<file path="config.mk">
export PLATFORM = sky130hd
export DESIGN_NAME = sfla_ctrl
export DESIGN_NICKNAME = d
export VERILOG_FILES = /design/src/rtl/sfla_pkg.sv /design/src/rtl/sfla_ctrl.sv
export SDC_FILE = /design/constraint.sdc
export NUM_CORES = 1
export LEC_CHECK = 0
export BUFFER_PORTS_ARGS = -buffer_cell sky130_fd_sc_hd__buf_4
export CAP_MARGIN = 25
export CORE_AREA = 10 10 47 49
export CTS_CLUSTER_SIZE = 20
export DETAILED_ROUTE_END_ITERATION = 6
export DIE_AREA = 0 0 57 59
export GPL_TIMING_DRIVEN = 0
export PLACE_DENSITY = 0.36
export RECOVER_POWER = 25
export SLEW_MARGIN = 20
export SYNTH_ARGS = -nofsm -noshare
export SYNTH_HDL_FRONTEND = slang
export SYNTH_SLANG_ARGS = --single-unit
</file>
<file path="constraint.sdc">
create_clock -name clk -period 2.6 [get_ports clk]
set_input_delay 0 -clock clk [delete_from_list [all_inputs] [get_ports clk]]
set_output_delay 0 -clock clk [all_outputs]
set_load 0.02 [all_outputs]
</file>
<file path="src/rtl/sfla_pkg.sv">
// ----------------------------------------------------------------------------
// sfla_pkg: shared definitions for the size-class allocator
// Heap geometry, size-class layout, field widths, codes and the command and
// status bundles between controller and datapath.
// ----------------------------------------------------------------------------
package sfla_pkg;

    // Heap and class geometry
    localparam int HEAP_LOG2         = 20;
    localparam int QUANTUM_LOG2      = 4;
    localparam int LINEAR_LIMIT_LOG2 = 9;
    localparam int MAX_BLOCK_LOG2    = 25;

    localparam int LINEAR_CLASSES = (1 << (LINEAR_LIMIT_LOG2 - QUANTUM_LOG2)) - 1;
    localparam int NUM_CLASSES    = LINEAR_CLASSES + (MAX_BLOCK_LOG2 - LINEAR_LIMIT_LOG2);
    localparam int CLS_W          = $clog2(NUM_CLASSES);
    localparam int LINK_AW        = HEAP_LOG2 - QUANTUM_LOG2;
    localparam int LINK_DEPTH     = 1 << LINK_AW;
    localparam int HEAD_W         = LINK_AW + 1;

    // Field widths
    localparam int SIZE_W  = 32;
    localparam int ADDR_W  = 20;
    localparam int GSIZE_W = 25;
    localparam int SLOT_W  = 21;
    localparam int BYTES_W = 21;
    localparam int OBJS_W  = 17;
    localparam int BUMP_W  = HEAP_LOG2 + 1;
    localparam int SUM_W   = GSIZE_W + 1;

    localparam int MIN_SIZE    = 16;
    localparam int SLOT_SHIFT  = 3;
    localparam int LARGE_SLOTS = 4096;

    // Request types
    localparam logic REQ_ALLOC = 1'b0;
    localparam logic REQ_FREE  = 1'b1;

    // Result status codes
    localparam logic [1:0] ST_OK    = 2'd0;
    localparam logic [1:0] ST_SMALL = 2'd1;
    localparam logic [1:0] ST_BIG   = 2'd2;
    localparam logic [1:0] ST_OOM   = 2'd3;

    // Controller to datapath
    typedef struct packed {
        logic load_in;     // capture accepted request
        logic classify;    // classify size, read class head
        logic eval;        // decide pop / bump / free, commit non-pop cases
        logic pop_commit;  // finish a list pop with the link word
        logic load_out;    // move result into the output register
    } cmd_t;

    // Datapath to controller
    typedef struct packed {
        logic pop;         // current alloc pops a non-empty class list
    } stat_t;

endpackage

</file>
<file path="src/rtl/sfla_ctrl.sv">
// ----------------------------------------------------------------------------
// sfla_ctrl: request sequencer
// Steps each request through classify, head lookup, optional link read and
// result hand-off. Owns the input ready and the output valid.
// ----------------------------------------------------------------------------
module sfla_ctrl (
    input  logic            clk,
    input  logic            rst_n,
    input  logic            in_valid,
    output logic            in_ready,
    output logic            out_valid,
    input  logic            out_ready,
    input  sfla_pkg::stat_t stat,
    output sfla_pkg::cmd_t  cmd
);
    import sfla_pkg::*;

    typedef enum logic [2:0] {
        S_IDLE,
        S_CLASS,
        S_HEAD,
        S_LINK,
        S_DONE
    } state_t;

    state_t state_reg;
    logic   out_valid_reg;
    logic   out_free;

    assign in_ready  = (state_reg == S_IDLE);
    assign out_valid = out_valid_reg;
    assign out_free  = !out_valid_reg || out_ready;

    // Command decode
    always_comb
    begin
        cmd            = '0;
        cmd.load_in    = (state_reg == S_IDLE) && in_valid;
        cmd.classify   = (state_reg == S_CLASS);
        cmd.eval       = (state_reg == S_HEAD);
        cmd.pop_commit = (state_reg == S_LINK);
        cmd.load_out   = (state_reg == S_DONE) && out_free;
    end

    // State and output valid
    always_ff @(posedge clk or negedge rst_n)
    begin
        if (!rst_n)
        begin
            state_reg     <= S_IDLE;
            out_valid_reg <= 1'b0;
        end
        else
        begin
            // A new result loads as the old one leaves, else valid drops
            if ((state_reg == S_DONE) && out_free)
                out_valid_reg <= 1'b1;
            else if (out_valid_reg && out_ready)
                out_valid_reg <= 1'b0;
            case (state_reg)
                S_IDLE:
                begin
                    if (in_valid)
                        state_reg <= S_CLASS;
                end
                S_CLASS:
                begin
                    state_reg <= S_HEAD;
                end
                S_HEAD:
                begin
                    state_reg <= stat.pop ? S_LINK : S_DONE;
                end
                S_LINK:
                begin
                    state_reg <= S_DONE;
                end
                S_DONE:
                begin
                    if (out_free)
                        state_reg <= S_IDLE;
                end
                default:
                begin
                    state_reg <= S_IDLE;
                end
            endcase
        end
    end

endmodule

</file>
==> impl_metrics.csv <==
group,metric,value,unit
run_status,outcome,"finished clean",
yosys,synth-seq-cells,4,
floorplan,die_w,57,um
finish,final_util,0.2670,
detailed_routing,first_pass_iters,2,
yosys,synthesis.nets,29,
pwr,max-vdd-ir-drop,0.3269,mV
sta,worst_slew_pin_slew,0.2264,ns
finish,largest_reg_flops,3,
grt,grtUsageTotal,0.04374,
clocking,htreeDepth,1,
clocking,insertion_delay,0.23,ns
clocking,clock-sinks,4,
sta,maxSlewHeadroom,0.8491,
critical_path,startpoint,"state_reg[0]",
detailed_routing,wl_per_cell,11.38,um
finish,multiInputGateArea,116.4,um2
run,drv_cap,0,
sta,setup_viol,0,
yosys,synth_area,242.7,um2
grt,grt_max_degree,11,
clocking,cts_made_buffers,3,
critical_path,crit_path_end_kind,"output pin",
floorplan,core_area,1401,um2
sta,period_minus_slack,1.395,ns
clocking,clk_path_buf_depth,2,
finish,drive_above_1_share,0.4359,
grt,antenna_found_initial,0,
placed_design,gp_congestion,0.6823,
finish,final_cells,55,
critical_path,cp-start-kind,"flip-flop",
yosys,synth_top_area_share,0.4124,
yosys,synthTopCellsByArea,"dfrtp_1 (41%), buf_6 (9.3%), nand2b_1 (7.7%)",
critical_path,r2r-start,"state_reg[0]",
clocking,root_buffer,"clkbuf_4",
grt,grt_pass1_vias,262,
finish,seqCellArea,100.1,um2
floorplan,dieHeight,59,um
yosys,synth_area_leader_cell,"dfrtp_1",
clocking,cts.clk_slew.worst_paths,0.04,ns
sta,timing.fmax,717.0,MHz
detailed_routing,drc,0,
critical_path,critPathRequiredTime,2.60,ns
worst_hold_path,worstHoldStart,"stat",
clocking,ctsResizeCount,0,
yosys,synthCells,24,
pwr,p_leak,0.1743,nW
finish,area_delta_synth_final,54.12,%
floorplan,die-area,3363,um2
yosys,synth_most_common_cell,"dfrtp_1",
floorplan,rows,14,
critical_path,path_class,"flip-flop to output pin",
finish,diodes,0,
clocking,cts_tree,"yes",
grt,grt-ovfl-total,0,
finish,nets,46,
pwr,total_power,457.2,uW
detailed_routing,viasPerCell,4.055,
placed_design,dp_hpwl,479.6,um
detailed_routing,drtAntennaViolNets,0,
critical_path,cp_max_fo,10,
floorplan,boundaryPins,12,
yosys,synth_ff_type,"dfrtp_1",
yosys,ys_types,13,
yosys,synth-edff-count,0,
sta,hold_violations,0,
yosys,synth_common_cells,"dfrtp_1 (4), nand2b_1 (3), nor3_1 (3)",
sta,finalMaxSlewViolations,0,
pwr,powerDensity,1222,nW/um2
yosys,avgSynthCellArea,10.11,um2
grt,grt_pass1_wl,1083,um
floorplan,start_util,0.1732,
sta,fin_crit_sh,0.5364,
worst_hold_path,min_path_type,"input port to flip-flop",
sta,rsz0062_at_grt,"no",
placed_design,place_inst,51,
finish,fillCellCount,166,
detailed_routing,vias,223,
placed_design,portBuffers,11,
detailed_routing,routed_wl,626,um
critical_path,critPathArrivalTime,1.39,ns
sta,tns,0,ns
sta,fin_worst_skew,0.0003706,ns
yosys,synth_warnings,0,
yosys,ys_seq_area_frac,0.4124,
yosys,async_reset_ff_frac,1.000,
detailed_routing,drtIter0Drc,6,
## kinds of logic after synthesis
logic type / after synthesis / synth area share
AO/OA/AOI/OAI: 3 / 0.1186
AND/OR/NAND/NOR: 14 / 0.3608
buffers and inverters: 3 / 0.1082
flip-flops: 4 / 0.4124
## path summary, 6_finish.rpt
path / to / slack [ns] / cells past startpoint
min in group asynchronous: state_reg[2] / 0.12 / 2
min: state_reg[0] / 0.04 / 3
max reg2reg: state_reg[2] / 1.49 / 3
min reg2reg: state_reg[0] / 0.54 / 2
max in group asynchronous: state_reg[1] / 2.30 / 2
max: cmd[0] / 1.21 / 4
## cell usage in the layout (no fill, tap or decap), drive strengths merged
master | synthesis | layout
a211oi | 1 | 1
a21oi | 1 | 1
buf | 2 | 12
clkbuf | 0 | 4
dfrtp | 4 | 4
dlygate4sd3 | 0 | 1
inv | 1 | 1
nand2 | 2 | 2
nand2b | 3 | 3
nand3b | 1 | 1
nor2b | 2 | 2
nor3 | 3 | 3
nor3b | 2 | 2
o32ai | 1 | 1
or3b | 1 | 1
## final cells by class
class	count	area share
repair buffers	12	0.2375
multi-input cells	17	0.3110
well taps	16	0.05351
plain buffers	2	0.06020
inverters	1	0.01003
clock buffers	3	0.06020
flip-flops and latches	4	0.2676
## metal layers
metal / GRT usage / routed length (um) / vias to the layer above
met5: 0 / 0 / -
li1: - / - / 112
met4: 0.07047 / 31 / 0
met3: 0.01288 / 31 / 4
met1: 0.04301 / 267 / 98
met2: 0.05891 / 296 / 9
## report_power, final
group | internal (mW) | switching, mW
registers | 0.0884 | 0.0210
clock network | 0.0516 | 0.0256
logic | 0.129 | 0.142
total | 0.269 | 0.188
## through the flow
stage	instance area [um2]	setup WS (ns)	hold WS, ns
3_3_place_gp	345.3	1.448	-0.2020
5_1_grt	374.1	1.122	0.05588
3_5_place_dp	345.3	1.439	-0.2022
4_1_cts	377.9	1.188	0.04276
2_1_floorplan	242.7	1.395	-0.2956
6_report	374.1	1.205	0.04389
## repair_timing
item | CTS | global route
endpoints found under the hold margin | 4 | 0
setup buffers | 0 | 0
hold buffers | 1 | 0
## critical path, cell delays in order, from the launching register on
cell and delay, ns:
dfrtp_1 0.36, buf_6 0.13, or3b_4 0.40, nor2b_1 0.11, buf_4 0.14
Power figures use the tool's default switching activity.
